--- config.mk ---
export PLATFORM = sky130hd
export DESIGN_NAME = positional_insert_remove_array
export DESIGN_NICKNAME = d
export VERILOG_FILES = /design/src/pira_pkg.sv /design/src/positional_insert_remove_array.sv /design/src/pira_ctrl.sv /design/src/pira_dp.sv
export VERILOG_INCLUDE_DIRS = /design/src /design/src/src
export SDC_FILE = /design/constraint.sdc
export NUM_CORES = 2
export LEC_CHECK = 0
export BUFFER_PORTS_ARGS = -buffer_cell sky130_fd_sc_hd__buf_4
export CAP_MARGIN = 20
export CORE_ASPECT_RATIO = 1.1
export CORE_MARGIN = 1.5
export CORE_UTILIZATION = 50
export DETAILED_ROUTE_END_ITERATION = 12
export PLACE_DENSITY_LB_ADDON = 0.2
export SETUP_SLACK_MARGIN = 0.1
export SLEW_MARGIN = 20
export SYNTH_ARGS = -nofsm -noshare
export SYNTH_HDL_FRONTEND = slang
export SYNTH_HIERARCHICAL = 1
export SYNTH_SLANG_ARGS = --single-unit
--- constraint.sdc ---
create_clock -name clock -period 8 [get_ports clock]
set_input_delay 1.6 -clock clock [delete_from_list [all_inputs] [get_ports clock]]
set_output_delay 1.6 -clock clock [all_outputs]
set_load 0.03 [all_outputs]
--- src/positional_insert_remove_array_defines.svh ---
// Assertion macros shared by the positional insert/remove array modules.
`ifndef POSITIONAL_INSERT_REMOVE_ARRAY_DEFINES_SVH
`define POSITIONAL_INSERT_REMOVE_ARRAY_DEFINES_SVH
`ifndef SYNTHESIS
`define PIRA_ASSERT(lbl, clk, rst, prop, msg) \
   lbl: assert property (@(posedge clk) disable iff (rst) (prop)) else $error(msg);
`define PIRA_ASSERT_SAME(lbl, clk, rst, pre, post, msg) \
   lbl: assert property (@(posedge clk) disable iff (rst) (pre) |-> (post)) else $error(msg);
`define PIRA_ASSERT_NEXT(lbl, clk, rst, pre, post, msg) \
   lbl: assert property (@(posedge clk) disable iff (rst) (pre) |=> (post)) else $error(msg);
`else
`define PIRA_ASSERT(lbl, clk, rst, prop, msg)
`define PIRA_ASSERT_SAME(lbl, clk, rst, pre, post, msg)
`define PIRA_ASSERT_NEXT(lbl, clk, rst, pre, post, msg)
`endif
`endif

--- src/pira_pkg.sv ---
// Shared codes, field widths and control types of the positional insert/remove array.
`timescale 1ns / 1ps
package pira_pkg;

   localparam int CmdW      = 2;
   localparam int PosW      = 8;
   localparam int ValueW    = 32;
   localparam int StatusW   = 2;
   localparam int CountOutW = 5;
   localparam int CntMaxW   = 9;

   localparam logic [CmdW-1:0] CMD_INSERT = 2'd0;
   localparam logic [CmdW-1:0] CMD_REMOVE = 2'd1;
   localparam logic [CmdW-1:0] CMD_READ   = 2'd2;

   localparam logic [StatusW-1:0] ST_OK    = 2'd0;
   localparam logic [StatusW-1:0] ST_FULL  = 2'd1;
   localparam logic [StatusW-1:0] ST_RANGE = 2'd2;

   typedef struct packed {
      logic            ins;
      logic            rem;
      logic            rd_ok;
      logic            load;
      logic [PosW-1:0] idx;
   } dp_cmd_type;

   typedef struct packed {
      logic [CntMaxW-1:0] count;
   } dp_stat_type;

endpackage

--- src/positional_insert_remove_array.sv ---
// Top level of the positional insert/remove array.
`timescale 1ns / 1ps
// An ordered list of up to CAPACITY words held in a row of shifting cells. Each request
// word inserts, removes or reads at a position and gets exactly one response word with the
// read data, a status and the entry count after the operation. One request is taken per
// cycle; its response appears in the output register in the next cycle, and the next request
// is taken in the same cycle that this response is taken, so throughput is one word per
// cycle when the response side is ready. All cells shift in parallel as the request is taken.
module positional_insert_remove_array #(
   parameter int CAPACITY   = 16,
   parameter int DATA_WIDTH = 32
) (
   input  logic        clock,
   input  logic        reset,
   input  logic        req_tvalid,
   output logic        req_tready,
   input  logic [39:0] req_tdata,   // pos[7:0], value[39:8]
   input  logic [1:0]  req_tuser,   // cmd[1:0]
   output logic        rsp_tvalid,
   input  logic        rsp_tready,
   output logic [39:0] rsp_tdata,   // read_value[31:0], count[36:32], zero[39:37]
   output logic [1:0]  rsp_tuser    // status[1:0]
);
   import pira_pkg::*;

   dp_cmd_type            dp_cmd;
   dp_stat_type           dp_stat;
   logic [ValueW-1:0]     read_value;
   logic [CountOutW-1:0]  count;

   pira_ctrl #(
      .CAPACITY(CAPACITY)
   ) u_ctrl (
      .clock      (clock),
      .reset      (reset),
      .req_tvalid (req_tvalid),
      .req_tready (req_tready),
      .req_cmd    (req_tuser),
      .req_pos    (req_tdata[7:0]),
      .rsp_tvalid (rsp_tvalid),
      .rsp_tready (rsp_tready),
      .rsp_status (rsp_tuser),
      .dp_cmd     (dp_cmd),
      .dp_stat    (dp_stat)
   );

   pira_dp #(
      .CAPACITY   (CAPACITY),
      .DATA_WIDTH (DATA_WIDTH)
   ) u_dp (
      .clock          (clock),
      .reset          (reset),
      .req_value      (req_tdata[39:8]),
      .dp_cmd         (dp_cmd),
      .dp_stat        (dp_stat),
      .rsp_read_value (read_value),
      .rsp_count      (count)
   );

   assign rsp_tdata = {3'b000, count, read_value};

endmodule

--- src/pira_ctrl.sv ---
// Controller: output-register occupancy, operation decode and status code.
`timescale 1ns / 1ps
`include "positional_insert_remove_array_defines.svh"
module pira_ctrl #(
   parameter int CAPACITY = 16
) (
   input  logic                          clock,
   input  logic                          reset,
   input  logic                          req_tvalid,
   output logic                          req_tready,
   input  logic [pira_pkg::CmdW-1:0]     req_cmd,
   input  logic [pira_pkg::PosW-1:0]     req_pos,
   output logic                          rsp_tvalid,
   input  logic                          rsp_tready,
   output logic [pira_pkg::StatusW-1:0]  rsp_status,
   output pira_pkg::dp_cmd_type          dp_cmd,
   input  pira_pkg::dp_stat_type         dp_stat
);
   import pira_pkg::*;

   typedef enum logic {
      S_IDLE,
      S_HOLD
   } state_type;

   state_type          state_ff, state_in;
   logic [StatusW-1:0] status_ff, status_in;
   logic               accept;
   logic               full;
   logic               pos_lt;
   logic               pos_gt;
   logic [CntMaxW-1:0] pos_ext;

   assign req_tready = (state_ff == S_IDLE) || rsp_tready;
   assign accept     = req_tvalid && req_tready;
   assign rsp_tvalid = (state_ff == S_HOLD);
   assign rsp_status = status_ff;

   assign pos_ext = CntMaxW'(req_pos);
   assign full    = (dp_stat.count == CntMaxW'(CAPACITY));
   assign pos_lt  = (pos_ext < dp_stat.count);
   assign pos_gt  = (pos_ext > dp_stat.count);

   always_comb begin
      dp_cmd       = '0;
      dp_cmd.load  = accept;
      dp_cmd.ins   = accept && (req_cmd == CMD_INSERT) && !full;
      dp_cmd.rem   = accept && (req_cmd == CMD_REMOVE) && pos_lt;
      dp_cmd.rd_ok = accept && (req_cmd == CMD_READ) && pos_lt;
      dp_cmd.idx   = ((req_cmd == CMD_INSERT) && pos_gt) ? PosW'(dp_stat.count) : req_pos;

      unique case (req_cmd)
         CMD_INSERT: begin
            status_in = full ? ST_FULL : ST_OK;
         end
         CMD_REMOVE, CMD_READ: begin
            status_in = pos_lt ? ST_OK : ST_RANGE;
         end
         default: begin
            status_in = ST_OK;
         end
      endcase

      priority if (accept) begin
         state_in = S_HOLD;
      end else if (rsp_tready) begin
         state_in = S_IDLE;
      end else begin
         state_in = state_ff;
      end
   end

   always_ff @(posedge clock) begin
      if (reset) begin
         state_ff  <= S_IDLE;
         status_ff <= ST_OK;
      end else begin
         state_ff <= state_in;
         if (accept) begin
            status_ff <= status_in;
         end
      end
   end

   `PIRA_ASSERT_SAME(a_full_status, clock, reset, rsp_tvalid && (status_ff == ST_FULL), full, "full status without full array")
   `PIRA_ASSERT(a_one_shift, clock, reset, !(dp_cmd.ins && dp_cmd.rem), "insert and remove together")
   `PIRA_ASSERT_SAME(a_range_read, clock, reset, dp_cmd.rd_ok || dp_cmd.rem, CntMaxW'(dp_cmd.idx) < dp_stat.count, "index beyond count")

endmodule

--- src/pira_dp.sv ---
// Datapath: shifting entry cells, entry count and read word register.
`timescale 1ns / 1ps
`include "positional_insert_remove_array_defines.svh"
module pira_dp #(
   parameter int CAPACITY   = 16,
   parameter int DATA_WIDTH = 32
) (
   input  logic                          clock,
   input  logic                          reset,
   input  logic [pira_pkg::ValueW-1:0]   req_value,
   input  pira_pkg::dp_cmd_type          dp_cmd,
   output pira_pkg::dp_stat_type         dp_stat,
   output logic [pira_pkg::ValueW-1:0]   rsp_read_value,
   output logic [pira_pkg::CountOutW-1:0] rsp_count
);
   import pira_pkg::*;

   localparam int IW = $clog2(CAPACITY);
   localparam int CW = $clog2(CAPACITY + 1);

   logic [DATA_WIDTH-1:0] entries_ff [CAPACITY];
   logic [DATA_WIDTH-1:0] entries_in [CAPACITY];
   logic [CW-1:0]         count_ff, count_in;
   logic [ValueW-1:0]     read_value_ff, read_value_in;
   logic [IW-1:0]         idx;
   logic [DATA_WIDTH-1:0] word;

   assign idx  = dp_cmd.idx[IW-1:0];
   assign word = DATA_WIDTH'(req_value);

   always_comb begin
      for (int i = 0; i < CAPACITY; i++) begin
         entries_in[i] = entries_ff[i];
         if (dp_cmd.ins) begin
            if (IW'(i) == idx) begin
               entries_in[i] = word;
            end else if ((i > 0) && (IW'(i) > idx)) begin
               entries_in[i] = entries_ff[(i > 0) ? i - 1 : 0];
            end
         end else if (dp_cmd.rem) begin
            if ((i < CAPACITY - 1) && (IW'(i) >= idx)) begin
               entries_in[i] = entries_ff[(i < CAPACITY - 1) ? i + 1 : i];
            end
         end
      end
   end

   always_comb begin
      priority if (dp_cmd.ins) begin
         count_in = count_ff + 1'b1;
      end else if (dp_cmd.rem) begin
         count_in = count_ff - 1'b1;
      end else begin
         count_in = count_ff;
      end
      read_value_in = dp_cmd.rd_ok ? ValueW'(entries_ff[idx]) : '0;
   end

   always_ff @(posedge clock) begin
      if (reset) begin
         count_ff <= '0;
      end else begin
         count_ff <= count_in;
      end
   end

   always_ff @(posedge clock) begin
      entries_ff <= entries_in;
      if (dp_cmd.load) begin
         read_value_ff <= read_value_in;
      end
   end

   assign dp_stat.count  = CntMaxW'(count_ff);
   assign rsp_read_value = read_value_ff;
   assign rsp_count      = CountOutW'(count_ff);

   `PIRA_ASSERT(a_count_cap, clock, reset, count_ff <= CW'(CAPACITY), "entry count above capacity")
   `PIRA_ASSERT_NEXT(a_ins_count, clock, reset, dp_cmd.ins, count_ff == $past(count_ff) + 1'b1, "insert did not grow count")
   `PIRA_ASSERT_NEXT(a_rem_count, clock, reset, dp_cmd.rem, count_ff == $past(count_ff) - 1'b1, "remove did not shrink count")

endmodule

# Yosys cells after proc, flatten, opt, wreduce, memory -nomap -nowiden
# Index checks and enable logic that the tools add are counted.
# totals
reg_bits	552
latch_bits	0
ramBits	0
romBits	0
inputBits	46
out_inout_bits	44
elab_cells	224
memories	0
# op_classes
n_addsub	2
multipliers	0
n_div	0
order_cmp	33
n_eq_ne	33
shift	0
muxes	87
bitwise	2
n_reduce_logical	47
# op_table
op	count
32-bit two-way mux	78
32-bit binary-select mux with 4-bit select	1
3-bit AND reduction	15
3-bit by 1-bit != test with 1-bit output, second input constant	14
2-bit nonzero test	18
4-bit equality test, first input constant	8
4-bit > comparator, first input constant	8
4-bit >= comparator, first input constant	7
3-bit by 4-bit equality test with 1-bit output, first input constant	4
3-bit by 4-bit >= comparator with 1-bit output, first input constant	4
3-bit by 4-bit > comparator with 1-bit output, first input constant	4
5-bit two-way mux	2
2-bit by 4-bit equality test with 1-bit output, first input constant	2
1-bit by 4-bit >= comparator with 1-bit output, first input constant	2
2-bit by 4-bit >= comparator with 1-bit output, first input constant	2
2-bit by 4-bit > comparator with 1-bit output, first input constant	2
8-bit by 5-bit > comparator with 1-bit output	1
1-bit logical AND	8
8-bit by 5-bit less-than comparator with 1-bit output	1
5-bit by 1-bit adder with 5-bit output, second input constant	1
5-bit equality test, second input constant	1
5-bit >= comparator, second input constant	1
4-bit NOT with 5-bit output	1
5-bit by 1-bit subtractor with 5-bit output, second input constant	1
other kinds (16)	18

# Depth between registers and ports, before layout
# logic_depth
word_depth	7
ltp_mapped	16
depth_no_buf	11

# Cells and area by module
# Netlist, hierarchy kept.
# modules_own_cells
module	n_inst	cells_per_inst	area_each_um2	seq_area_each_um2
pira_dp	1	2793	31410.1	16435.8
pira_ctrl	1	65	541.8	60.1
positional_insert_remove_array	1	4	26.3	0.0

# Worst setup path before layout
# OpenSTA, ideal clock, no wires.
# synth_timing
path_type	input to register
from	in rsp_tready
to	reg u_dp/entries_ff[416] (netlist name), enable pin
setup_ns	0.461
arrival_time_ns	6.144
required_ns	7.539
slack_ns	1.395
cell_stages	9
n_path_buf	2
cell_sequence	nand2b_1 > nand2_1 > inv_1 > and3_1 > buf_2 > nor2_1 > or2_2 > clkbuf_1 > nor3_1
# synth_lines
element	line	text
start: declaration	positional_insert_remove_array.sv:20	input logic rsp_tready,
end signal: assignment	pira_dp.sv:68	entries_ff <= entries_in;
end: declaration	pira_dp.sv:21	logic [DATA_WIDTH-1:0] entries_ff [CAPACITY];

==> summary.txt <==
CTS
  – TritonCTS Buffers: 60
  – Clk_lat worst skew: between 0.6 and 0.7 ns
  – CTS tree: built
  – Post-CTS Setup Inserts: 0
  – Post-CTS sizing: 0
  – Htree depth: 2
  – Hold buffers post-CTS: 0
  – CTS Root Cell: clkbuf_16
  – Clock transition at path regs: ~0.06 ns
  – Clock sink count: 552
  – Max Root-Sink Buffers: 3

STA
  – Worst-margin pin slew: around 1.2 ns
  – Clock Skew: about 0.018 ns
  – Worst setup margin: 2.20 ns
  – Crit path time final: roughly 5.8 ns
  – Final setup viols: 0
  – Setup TNS: 0 ns
  – Slew Limit Fails: 0
  – RSZ-0062 raised after global routing: no
  – Final clock period utilization by the worst path: 72.5%
  – Fin. Hold Viols: 0
  – Achievable Freq: roughly 0.17 GHz
  – Max-Slew Margin vs Limit: a little under a fifth

Critical path
  – RR Endpoint: u_dp/entries_ff[403]
  – Cells along the critical path: buf_4, ha_1, nand4_1, o221ai_2, a21oi_2, a211oi_4, mux2_8, and2_1, nor3b_4, buf_4, mux2i_1, a21oi_1
  – CP max stage cell: nor3b_4
  – Most used cell, CP: buf_4
  – CP max FO: 98
  – Worst Setup SP: req_tdata[3]
  – FF-to-FF Start: u_dp/rsp_count[3]
  – Crit path DAT: about 6 ns
  – CP max stage delay: 0.91 ns
  – R2R cell count: 12
  – CP endpoint: u_dp/entries_ff[403]
  – Worst EP required: 8.33 ns
  – WS Path Type: input port to flop
  – CP Capture Type: flop
  – R2R setup slack: roughly 2.7 ns
  – Worst setup SP type: input port

GRT
  – First-pass GRT wire length: approximately 140000 um
  – Initial antenna violation count: 3
  – Global-route usage over all layers: between 20% and 30%
  – Gr ovfl total: 0
  – Vias in the first global route: 22417
  – Largest net degree at the start of global routing: roughly 270

Floorplanning
  – Starting Density: 50.8%
  – Die width: 244 um
  – Die ar.: roughly 65000 um^2
  – Core footprint: approximately 63000 um^2
  – Die Y: roughly 270 um
  – Core Rows: between 90 and 100
  – I/O pin count: 90

Routing
  – Number of remaining DRC errors: 0
  – 1st-iter DRT viols: 2317
  – Drt total wl: a little over 90000 um
  – WL per Instance: approximately 25 um
  – Via Count: between 20000 and 25000
  – DRT antenna net count: 0
  – First-pass DRT Iterations: 6
  – Drt via density: approximately 6.3

Finish
  – Commonest non-fill, non-tap cell in the layout: mux2i_1
  – Share of cells above drive strength 1: approximately 12%
  – Multi-input gate area: between 10000 and 15000 um^2
  – Final nets: 2851
  – Most used cells in the layout excluding fill and tap cells: mux2i_1, edfxtp_1, a21oi_1
  – Area growth syn-to-layout: 8.65%
  – Sequential Area: 16500 um^2
  – Filler cells: 5387

Yosys
  – Avg Cell Area, Syn: approximately 11 um^2
  – Synth warnings: 6
  – Mapped Cells: 2858
  – Post-Syn Area: approximately 32000 um^2

Status
  – Status: finished clean

Power and ir drop
  – Maximum VDD drop: between 0.15 and 0.2 mV
  – PnR Total Power: slightly below 0.007 W
  – PD cells: about 200 nW/um^2
  – Pleak: about 13 nW

Placement
  – Final estimated routing congestion in global placement: roughly 0.8
  – Final HPWL DP: 54400 um
  – Pre-CTS setup slack: ~1.7 ns
  – # port buffers: 86

Hold path
  – Type of the tightest min-delay check: flop to flop
  – Hold Path Depth: 2

Run
  – Max cap viols: 0
==> final cells by class <==
cell class	instances	share of cell area (%)
Inverter	22	0.238
Clock buffer	84	4.59
Tap cell	833	3.00
Antenna cell	3	0.0216
Timing Repair Buffer	138	3.23
Sequential cell	552	47.5
Clock inverter	22	0.476
Multi-Input combinational cell	2015	40.9
==> through the flow <==
stage	utilization, %	std cells	hold WS [ns]	area (um^2)
finish	55.2	3669	0.479	34700
global route	55.2	3669	0.509	34700
CTS	55.2	3666	0.480	34700
detailed placement	52.4	3560	0.471	32900
global placement	52.3	3557	0.465	32900
floorplan	-	2863	0.534	32000
==> power breakdown <==
group          switching, W  internal (W)  leakage (nW)  total (W)
combinational      0.000598      0.000320          7.03   0.000917
clock               0.00116       0.00144         0.851    0.00260
sequential        0.0000766       0.00332          5.06    0.00339
==> critical path: cells and delay by family <==
kind | cells | cell delay [ns]
adder cells (fa/ha/maj) | 1 | 0.29
AND/OR/NAND/NOR | 3 | 1.60
buffers and inverters | 2 | 0.53
multiplexers | 2 | 1.03
AO/OA/AOI/OAI | 4 | 0.78
==> sequential cells by signal, indices dropped and copies added (netlist names) <==
name                 flops
u_dp/entries_ff        512
u_dp/rsp_count           5
u_dp/rsp_read_value     32
u_ctrl/rsp_status        2
u_ctrl/rsp_tvalid        1
==> worst min-delay path by stage <==
stage	from	endpoint	slack (ns)
final	u_ctrl/rsp_status[1]	u_ctrl/rsp_status[1]	0.48
after global routing	u_ctrl/rsp_status[1]	u_ctrl/rsp_status[1]	0.51
after CTS	u_ctrl/rsp_status[1]	u_ctrl/rsp_status[1]	0.48
after detailed placement	u_ctrl/rsp_status[1]	u_ctrl/rsp_status[1]	0.47
after global placement	u_ctrl/rsp_status[1]	u_ctrl/rsp_status[1]	0.47
after floorplan	u_dp/rsp_count[2]	u_dp/rsp_count[2]	0.53
==> per-layer routing <==
metal / track usage, % / vias to the layer above / part of all wire [%]
met2: 46.9 / 870 / 48
met5: 0 / - / 0
met1: 36.5 / 11528 / 42
met3: 3.86 / 190 / 6.4
met4: 11.2 / 0 / 4.0
li1: - / 10486 / -
Power figures use the tool's default switching activity.
